$ cat config.mk
export PLATFORM = sky130hd
export DESIGN_NAME = ssrf_dpath
export DESIGN_NICKNAME = d
export VERILOG_FILES = /design/src/sv/sequenced_sample_ring_fifo_top_defines.svh /design/src/sv/ssrf_pkg.sv /design/src/sv/ssrf_dpath.sv
export SDC_FILE = /design/constraint.sdc
export NUM_CORES = 1
export LEC_CHECK = 0
export BUFFER_PORTS_ARGS = -buffer_cell sky130_fd_sc_hd__buf_2
export CAP_MARGIN = 20
export CORE_MARGIN = 3
export CORE_UTILIZATION = 40
export DETAILED_ROUTE_END_ITERATION = 10
export PLACE_DENSITY_LB_ADDON = 0.25
export SYNTH_ARGS = -nofsm -noshare
export SYNTH_HDL_FRONTEND = slang
export SYNTH_SLANG_ARGS = --single-unit
$ cat constraint.sdc
create_clock -name clk -period 6.5 [get_ports clk]
set_input_delay 0.325 -clock clk [delete_from_list [all_inputs] [get_ports clk]]
set_output_delay 0.325 -clock clk [all_outputs]
set_load 0.005 [all_outputs]
$ cat src/sv/sequenced_sample_ring_fifo_top_defines.svh
// assertion macros for the sequenced sample ring fifo
// each checks at the rising edge of clk, with rst_n low holding checks off
`ifndef SEQUENCED_SAMPLE_RING_FIFO_TOP_DEFINES_SVH
`define SEQUENCED_SAMPLE_RING_FIFO_TOP_DEFINES_SVH

`ifndef SYNTH

`define SSRF_ASSERT_SAME(label, cond, conseq) \
    label: assert property (@(posedge clk) disable iff (!rst_n) (cond) |-> (conseq)) \
        else $error("ssrf check failed: same cycle");

`define SSRF_ASSERT_NEXT(label, cond, conseq) \
    label: assert property (@(posedge clk) disable iff (!rst_n) (cond) |=> (conseq)) \
        else $error("ssrf check failed: next cycle");

`else

`define SSRF_ASSERT_SAME(label, cond, conseq)

`define SSRF_ASSERT_NEXT(label, cond, conseq)

`endif

`endif

$ cat src/sv/ssrf_pkg.sv
`timescale 1ns / 1ps

package ssrf_pkg;

    // ring size; the ring holds one entry fewer than this
    localparam int RING_DEPTH = 256;
    localparam int PTR_W      = $clog2(RING_DEPTH);

    // fixed field widths
    localparam int OP_W   = 2;
    localparam int SEQ_W  = 32;
    localparam int PAY_W  = 64;
    localparam int CNT_W  = 32;
    localparam int OCC_W  = 8;
    localparam int ST_W   = 3;
    localparam int ENTRY_W = PAY_W + SEQ_W;

    // operation codes
    localparam logic [OP_W-1:0] OP_PUSH  = 2'd0;
    localparam logic [OP_W-1:0] OP_POP   = 2'd1;
    localparam logic [OP_W-1:0] OP_CLEAR = 2'd2;

    // result status codes
    typedef enum logic [ST_W-1:0] {
        ST_OK        = 3'd0,
        ST_INVALID   = 3'd1,
        ST_DUPLICATE = 3'd2,
        ST_OVERFLOW  = 3'd3,
        ST_EMPTY     = 3'd4
    } status_t;

    // controller to datapath
    typedef struct packed {
        logic capture;
        logic execute;
        logic load;
    } ctrl_cmd_t;

    // datapath to controller
    typedef struct packed {
        logic out_free;
    } dp_status_t;

endpackage

$ cat src/sv/ssrf_dpath.sv
`timescale 1ns / 1ps

module ssrf_dpath (
    input  logic                           clk,
    input  logic                           rst_n,
    input  ssrf_pkg::ctrl_cmd_t            cmd,
    output ssrf_pkg::dp_status_t           dp_status,
    // input word
    input  logic [ssrf_pkg::OP_W-1:0]      op,
    input  logic [ssrf_pkg::SEQ_W-1:0]     seq_in,
    input  logic                           accel_ok,
    input  logic                           gyro_ok,
    input  logic [ssrf_pkg::PAY_W-1:0]     payload_in,
    // ring memory
    output logic                           mem_we,
    output logic [ssrf_pkg::PTR_W-1:0]     mem_waddr,
    output logic [ssrf_pkg::ENTRY_W-1:0]   mem_wdata,
    output logic                           mem_re,
    output logic [ssrf_pkg::PTR_W-1:0]     mem_raddr,
    input  logic [ssrf_pkg::ENTRY_W-1:0]   mem_rdata,
    // output word
    output logic                           out_valid,
    input  logic                           out_stall,
    output logic [ssrf_pkg::ST_W-1:0]      status,
    output logic [ssrf_pkg::PAY_W-1:0]     payload_out,
    output logic [ssrf_pkg::SEQ_W-1:0]     seq_out,
    output logic [ssrf_pkg::OCC_W-1:0]     occupancy,
    output logic [ssrf_pkg::CNT_W-1:0]     pushes,
    output logic [ssrf_pkg::CNT_W-1:0]     pops,
    output logic [ssrf_pkg::CNT_W-1:0]     overflows,
    output logic [ssrf_pkg::CNT_W-1:0]     gaps
);

    localparam logic [ssrf_pkg::PTR_W-1:0] PTR_LAST =
        ssrf_pkg::PTR_W'(ssrf_pkg::RING_DEPTH - 1);

    // captured input word
    logic [ssrf_pkg::OP_W-1:0]  op_reg;
    logic [ssrf_pkg::SEQ_W-1:0] seq_reg;
    logic                       aok_reg;
    logic                       gok_reg;
    logic [ssrf_pkg::PAY_W-1:0] pay_reg;

    // queue state
    logic [ssrf_pkg::PTR_W-1:0] wp_reg, wp_next;
    logic [ssrf_pkg::PTR_W-1:0] rp_reg, rp_next;
    logic [ssrf_pkg::PTR_W-1:0] held_reg, held_next;
    logic [ssrf_pkg::SEQ_W-1:0] last_seq_reg, last_seq_next;
    logic [ssrf_pkg::CNT_W-1:0] push_reg, push_next;
    logic [ssrf_pkg::CNT_W-1:0] pop_reg, pop_next;
    logic [ssrf_pkg::CNT_W-1:0] ovf_reg, ovf_next;
    logic [ssrf_pkg::CNT_W-1:0] gap_reg, gap_next;

    // result held between execute and load
    ssrf_pkg::status_t pend_st_reg, pend_st_next;
    logic              pend_pop_reg, pend_pop_next;

    // output register
    logic                       out_valid_reg;
    ssrf_pkg::status_t          out_st_reg;
    logic [ssrf_pkg::PAY_W-1:0] out_pay_reg;
    logic [ssrf_pkg::SEQ_W-1:0] out_seq_reg;
    logic [ssrf_pkg::OCC_W-1:0] out_occ_reg;
    logic [ssrf_pkg::CNT_W-1:0] out_push_reg;
    logic [ssrf_pkg::CNT_W-1:0] out_pop_reg;
    logic [ssrf_pkg::CNT_W-1:0] out_ovf_reg;
    logic [ssrf_pkg::CNT_W-1:0] out_gap_reg;

    logic [ssrf_pkg::PTR_W-1:0] wp_adv;
    logic [ssrf_pkg::PTR_W-1:0] rp_adv;
    logic [ssrf_pkg::SEQ_W-1:0] seq_diff;

    assign wp_adv   = (wp_reg == PTR_LAST) ? '0 : wp_reg + 1'b1;
    assign rp_adv   = (rp_reg == PTR_LAST) ? '0 : rp_reg + 1'b1;
    assign seq_diff = seq_reg - last_seq_reg;

    assign mem_waddr = wp_reg;
    assign mem_wdata = {pay_reg, seq_reg};
    assign mem_raddr = rp_reg;

    always_comb
    begin
        wp_next       = wp_reg;
        rp_next       = rp_reg;
        held_next     = held_reg;
        last_seq_next = last_seq_reg;
        push_next     = push_reg;
        pop_next      = pop_reg;
        ovf_next      = ovf_reg;
        gap_next      = gap_reg;
        pend_st_next  = pend_st_reg;
        pend_pop_next = pend_pop_reg;
        mem_we        = 1'b0;
        mem_re        = 1'b0;
        if (cmd.execute)
        begin
            pend_st_next  = ssrf_pkg::ST_OK;
            pend_pop_next = 1'b0;
            unique case (op_reg)
                ssrf_pkg::OP_PUSH:
                begin
                    priority if (!aok_reg || !gok_reg)
                    begin
                        pend_st_next = ssrf_pkg::ST_INVALID;
                    end
                    else if (seq_reg == last_seq_reg)
                    begin
                        pend_st_next = ssrf_pkg::ST_DUPLICATE;
                    end
                    else
                    begin
                        // no gap counted while the last sequence number is zero, as before the first sample
                        if (last_seq_reg != '0 && seq_diff > ssrf_pkg::SEQ_W'(1))
                        begin
                            gap_next = gap_reg + (seq_diff - ssrf_pkg::SEQ_W'(1));
                        end
                        last_seq_next = seq_reg;
                        if (wp_adv == rp_reg)
                        begin
                            ovf_next     = ovf_reg + 1'b1;
                            pend_st_next = ssrf_pkg::ST_OVERFLOW;
                        end
                        else
                        begin
                            mem_we    = 1'b1;
                            wp_next   = wp_adv;
                            push_next = push_reg + 1'b1;
                            held_next = held_reg + 1'b1;
                        end
                    end
                end
                ssrf_pkg::OP_POP:
                begin
                    if (rp_reg == wp_reg)
                    begin
                        pend_st_next = ssrf_pkg::ST_EMPTY;
                    end
                    else
                    begin
                        mem_re        = 1'b1;
                        pend_pop_next = 1'b1;
                        rp_next       = rp_adv;
                        pop_next      = pop_reg + 1'b1;
                        if (held_reg != '0)
                        begin
                            held_next = held_reg - 1'b1;
                        end
                    end
                end
                ssrf_pkg::OP_CLEAR:
                begin
                    wp_next   = '0;
                    rp_next   = '0;
                    held_next = '0;
                end
                default:
                begin
                end
            endcase
        end
    end

    // captured word, pending result and output fields carry no reset
    always_ff @(posedge clk)
    begin
        if (cmd.capture)
        begin
            op_reg  <= op;
            seq_reg <= seq_in;
            aok_reg <= accel_ok;
            gok_reg <= gyro_ok;
            pay_reg <= payload_in;
        end
        pend_st_reg  <= pend_st_next;
        pend_pop_reg <= pend_pop_next;
        if (cmd.load)
        begin
            out_st_reg   <= pend_st_reg;
            out_pay_reg  <= pend_pop_reg ? mem_rdata[ssrf_pkg::ENTRY_W-1:ssrf_pkg::SEQ_W] : '0;
            out_seq_reg  <= pend_pop_reg ? mem_rdata[ssrf_pkg::SEQ_W-1:0] : '0;
            out_occ_reg  <= ssrf_pkg::OCC_W'(held_reg);
            out_push_reg <= push_reg;
            out_pop_reg  <= pop_reg;
            out_ovf_reg  <= ovf_reg;
            out_gap_reg  <= gap_reg;
        end
    end

    always_ff @(posedge clk or negedge rst_n)
    begin
        if (!rst_n)
        begin
            wp_reg        <= '0;
            rp_reg        <= '0;
            held_reg      <= '0;
            last_seq_reg  <= '0;
            push_reg      <= '0;
            pop_reg       <= '0;
            ovf_reg       <= '0;
            gap_reg       <= '0;
            out_valid_reg <= 1'b0;
        end
        else
        begin
            wp_reg       <= wp_next;
            rp_reg       <= rp_next;
            held_reg     <= held_next;
            last_seq_reg <= last_seq_next;
            push_reg     <= push_next;
            pop_reg      <= pop_next;
            ovf_reg      <= ovf_next;
            gap_reg      <= gap_next;
            if (cmd.load)
            begin
                out_valid_reg <= 1'b1;
            end
            else if (!out_stall)
            begin
                out_valid_reg <= 1'b0;
            end
        end
    end

    assign dp_status.out_free = !out_valid_reg || !out_stall;

    assign out_valid   = out_valid_reg;
    assign status      = out_st_reg;
    assign payload_out = out_pay_reg;
    assign seq_out     = out_seq_reg;
    assign occupancy   = out_occ_reg;
    assign pushes      = out_push_reg;
    assign pops        = out_pop_reg;
    assign overflows   = out_ovf_reg;
    assign gaps        = out_gap_reg;

endmodule

# --- Yosys cells after proc, flatten, opt, wreduce, memory -nomap -nowiden ---
# Cells that the tools add are included.
# Widths: inputs -> output; s select.
totals:
  ff_bits: 524
  input_bits: 202
  output_inout_bits: 351
classes:
  addsub: 10
  n_lt_le_gt_ge: 1
  eq_ne: 13
  mux: 29
  bitwise_logic: 4
  n_reduce_logical: 21
op_table:
  columns: ["operator", "count"]
  rows:
  - ["$add 32x1->32 const B", 3]
  - ["$mux 8", 11]
  - ["$add 32x32->32", 1]
  - ["$eq 32x32->1", 1]
  - ["$gt 32x1->1 const B", 1]
  - ["$pmux 8 s2", 2]
  - ["$reduce_bool 32->1", 1]
  - ["$sub 32x1->32 const B", 1]
  - ["$sub 32x32->32", 1]
  - ["$add 8x1->8 const B", 3]
  - ["$pmux 8 s3", 1]
  - ["$reduce_and 5->1", 4]
  - ["$eq 8x8->1", 2]
  - ["$eq 8x8->1 const B", 2]
  - ["$ne 2x2->1 const B", 6]
  - ["$mux 1", 10]
  - ["$reduce_bool 8->1", 1]
  - ["$sub 8x1->8 const B", 1]
  - ["$reduce_and 7->1", 1]
  - ["$mux 2", 3]
  - ["$pmux 3 s2", 1]
  - ["$reduce_and 3->1", 2]
  - ["$logic_not 1->1", 4]
  - ["$not 1->1", 4]
  - ["other kinds (9)", 11]

# --- Longest topological paths before layout ---
logic_depth:
  word_depth: 8
  mapped_depth: 22

# --- Least setup slack after synthesis ---
# Ideal clock, no wire load.
synth_path:
  path_kind: "register to register"
  start: "reg seq_reg[0] (netlist bit)"
  end: "reg gap_reg[31] (netlist bit)"
  setup_time_ns: 0.123
  t_arrival_ns: 4.553
  t_required_ns: 6.377
  setup_slack_ns: 1.824
  path_stages_with_launch: 23
  path_buffers: 0
  period_less_slack_ns: 4.676
  path_cell_list: "edfxtp_1 inv_1 ha_1 inv_1 fa_1 a21o_1 a221oi_2 or3_1 nand3_1 a41o_1 or2_2 ha_1 inv_1 ha_1 or3_1 nor2_1 o21ai_0 nor3_1 o31ai_1 a2111oi_0 or3_1 nand4_1 xnor2_1"
synth_between:
  elab_chain_len: 4
  elab_cells_between_ends: 8
  cone_classes: "3 x add/sub; 1 x order compare; 1 x eq/ne; 1 x bitwise; 2 x reduce/logical"
synth_lines:
  columns: ["item", "line_no", "rtl"]
  rows:
  - ["start, declared", "ssrf_dpath.sv:39", "logic [ssrf_pkg::SEQ_W-1:0] seq_reg;"]
  - ["start signal, assigned", "ssrf_dpath.sv:169", "seq_reg <= seq_in;"]
  - ["branches (longest 4 deep; another with $sub 32x32->32)", null, null]
  - ["end signal, assigned", "ssrf_dpath.sv:212", "gap_reg <= gap_next;"]
  - ["end, declared", "ssrf_dpath.sv:52", "logic [ssrf_pkg::CNT_W-1:0] gap_reg, gap_next;"]
# Parallel ways; which one is timed is not known.
# A chain may end at the register's enable or synchronous reset.

# --- Worst setup path after layout ---
layout_path:
  start: "reg seq_reg[9] (netlist bit)"
  end: "reg gap_reg[31] (netlist bit)"
# The elaborated chain is that of the path after synthesis.

==> summary.txt <==
STA
  – Worst-margin pin slew: between 1000 and 1500 ps
  – Final Slew Violations: 0
  – Final TNS setup: 0 ps
  – Final Hold Fails: 0
  – Tmin final: 5604 ps
  – Unrepaired setup endpoints after global routing: no
  – Final worst path period share: between 80% and 90%
  – # setup viols final: 0
  – Final Skew: 18.38 ps
  – FMAX: 178.4 MHz
  – Slew headroom: just over 30%

Yosys
  – Fraction of registers with async set/reset: 35.31%
  – Netlist cell types: between 70 and 80
  – YS warnings: 0
  – Register area share after synthesis: 62.67%
  – EDFF count, synth: around 340
  – Synth Instances: between 1,500 and 2,000
  – Top FF cell, synth: edfxtp_1
  – Flops & latches, synth: 524
  – Mean Syn Cell Area: ~12 sq um
  – Mapped Nets: ~2,200
  – Mapped Area: around 24,000 sq um

Clock tree
  – Clk buf depth: 3
  – Post-CTS setup buffer count: 0
  – Clk sinks: 524
  – H-tree depth: 2
  – Clk pin slew, worst setup/hold paths: 60 ps
  – Skew-Pair Late Insertion Delay: 620 ps
  – CTS buffer count: between 50 and 60
  – PostCTS Resize Cnt: 0
  – CTS tree: built
  – Clk root buf: clkbuf_16

Worst hold path
  – Hold EP: payload_out[30]$_SDFFCE_PN0P_
  – HP Start: mem_rdata[62]
  – Worst Hold Depth: 2
  – HP Class: in2reg

Run status
  – Status: finished, final reports clean

Placed design
  – Buffers on Ports: 552
  – DPL Wire Length: approximately 50,000 microns
  – Placer Congestion: between 0.9 and 1

Routing
  – Drt wl/cell: about 20 microns
  – Vias/cell: approximately 5
  – Initial DRT Pass Iterations: 5
  – Initial DRC count: 1,045
  – Routed Antenna Nets: 0
  – DRC: 0
  – WL final: around 70,000 microns
  – Via count: between 15,000 and 20,000

Final layout
  – Layout Nets: between 2,000 and 3,000
  – Utilization after layout: between 50% and 60%
  – Layout cells sized above 1: 25.60%
  – Area growth, synth to finish: 31.14%

Floorplanning
  – Rows: slightly below 90
  – IO Pins: 553
  – Die H: 249.0 microns
  – Initial Utilization: 40.72%
  – CORE AREA: a little under 60,000 sq um
  – Die area: about 62,000 sq um
  – Die width: about 250 microns

Setup path
  – Critical Path AT: just over 6000 ps
  – CP max FO: 12
  – Critical path type: reg2reg
  – FF-to-FF path depth: 19
  – Crit start category: register
  – CP Capture Type: register
  – Required @ worst endpoint: ~7000 ps
  – RR Endpoint: gap_reg[31]$_DFFE_PN0P_
  – R2R Setup Slk: ~900 ps
  – FF-to-FF Start: seq_reg[9]$_DFFE_PP_

Global route
  – Initial antenna violation count: 4
  – Pin count of the biggest net entering global routing: around 150
  – Gr usage total: between 20 and 25%
  – First-pass GRT wire length: around 100,000 microns
  – Vias in the first global route: approximately 17,000
  – Total grt overflow: 0

Power
  – Static leakage: ~14 nW
  – Worst VDD drop: between 0.0003 and 0.0004 V
  – Power density cells: roughly 400 nW/um^2

Run
  – Max Cap Viol: 0
[cells by family (layout without fill, tap and decap cells)]
kind of cell | count (synthesis) | in the layout | synth area share, %
other cells | 0 | 4 | 0
simple gates | 567 | 567 | 12.38
compound gates | 300 | 300 | 8.192
flops | 524 | 524 | 62.67
buf+inv | 206 | 1006 | 3.447
xor+xnor | 160 | 160 | 5.931
mux | 38 | 38 | 1.774
fa+ha+maj | 104 | 104 | 5.602
[where the power goes]
part	switching [mW]	internal [mW]
logic	2.91	2.17
clock network	1.37	1.88
registers	0.280	4.05
total	4.55	8.09
[Yosys cell counts (6+ instances only)]
library cell	n	share of area, %
nor2_1	91	1.4
nand2_1	153	2.4
buf_2	9	0.19
ha_1	101	5.3
a31oi_1	11	0.29
o211ai_1	9	0.29
edfxtp_1	339	43
nand4_1	36	0.95
mux2_4	6	0.38
xnor2_1	108	4.0
xor2_1	52	1.9
a21boi_0	7	0.22
nor4_1	19	0.50
nand2b_1	15	0.40
a211oi_1	8	0.25
nor2b_1	12	0.32
clkbuf_1	38	0.60
a21o_1	30	0.95
mux2_2	7	0.33
and4_1	8	0.30
or3_1	13	0.34
inv_1	153	2.4
nor3_1	17	0.36
o21a_1	10	0.32
mux2i_1	25	1.1
o21ai_0	86	1.8
a21oi_1	72	1.5
o21bai_1	11	0.35
and2_1	103	2.7
dfrtp_1	185	20
and3_1	28	0.74
nand3_1	49	1.0
[worst max-delay path by stage]
stage,endpoint,start,slack [ps],cells past startpoint
2_1_floorplan,gap_reg[31]$_DFFE_PN0P_,seq_reg[0]$_DFFE_PP_,1820,22
3_3_place_gp,gap_reg[31]$_DFFE_PN0P_,seq_reg[9]$_DFFE_PP_,1240,19
3_5_place_dp,gap_reg[31]$_DFFE_PN0P_,seq_reg[9]$_DFFE_PP_,1070,19
4_1_cts,gap_reg[31]$_DFFE_PN0P_,seq_reg[9]$_DFFE_PP_,1020,19
5_1_grt,gap_reg[31]$_DFFE_PN0P_,seq_reg[9]$_DFFE_PP_,420,19
6_report,gap_reg[31]$_DFFE_PN0P_,seq_reg[9]$_DFFE_PP_,900,19
[layout by cell type, fill, tap and decap left out, types with 13 or more instances in the layout]
master         count
a21o_1            30
a21oi_1           72
and2_1           103
and3_1            27
buf_2            549
clkbuf_16         57
clkinv_2          16
dfrtp_1          185
dlygate4sd3_1    185
edfxtp_1         339
ha_1             101
inv_1            153
mux2i_1           25
nand2_1          153
nand2b_1          15
nand3_1           49
nand4_1           36
nor2_1            91
nor3_1            17
nor4_1            18
o21ai_0           86
or3_1             13
xnor2_1          108
xor2_1            52
[timing repair]
action                                  in CTS  in global routing
hold buffers                               185                  0
endpoints found under the setup margin       0                  0
hold endpoints to repair                   244                  0
[final cells by class]
class                   count  area (sq um)
diodes                      4         10.01
clock buffers              73          1577
clock inverters            33         327.8
fillers                  4909         27040
inverters                 154         578.1
multi-input cells        1169          8013
flip-flops and latches    524         14810
well taps                 765         957.2
repair buffers            746          4716
[worst max-delay path, cell delays in order (launching register included)]
cell	delay (ps)
edfxtp_1	430
ha_1	470
a2111oi_0	460
o21ai_0	430
a32oi_1	390
o21bai_1	120
xnor2_1	160
ha_1	300
inv_1	40
ha_1	360
a21oi_1	180
o21ai_0	160
a211oi_1	400
o21ai_0	150
nor3_1	300
o31ai_1	200
a2111oi_0	510
or3_1	180
nand4_1	110
xnor2_1	140
[routing by layer]
metal	vias to the layer above	part of all wire, %	global-route usage, %	wire (microns)
met5	-	0.019	0	13
li1	8265	-	-	-
met3	100	8.1	6.588	5633
met2	602	48	36.35	33300
met4	2	3.1	6.963	2178
met1	8351	41	27.11	28210
[stage by stage]
stage / total power, mW / cell area, sq um / hold slack, ps / worst slack [ps] / instances
final: 12.65 / 30990 / 31.57 / 895.9 / 3468
after global routing: 13.52 / 30980 / 12.83 / 419.0 / 3467
after CTS: 12.73 / 30980 / 2.382 / 1020 / 3464
after detailed placement: 9.332 / 27220 / 363.3 / 1074 / 3173
after global placement: 9.272 / 27220 / 360.3 / 1244 / 3173
after floorplan: 7.912 / 23630 / 29.41 / 1824 / 1899
(Power assumes the default switching activity.)
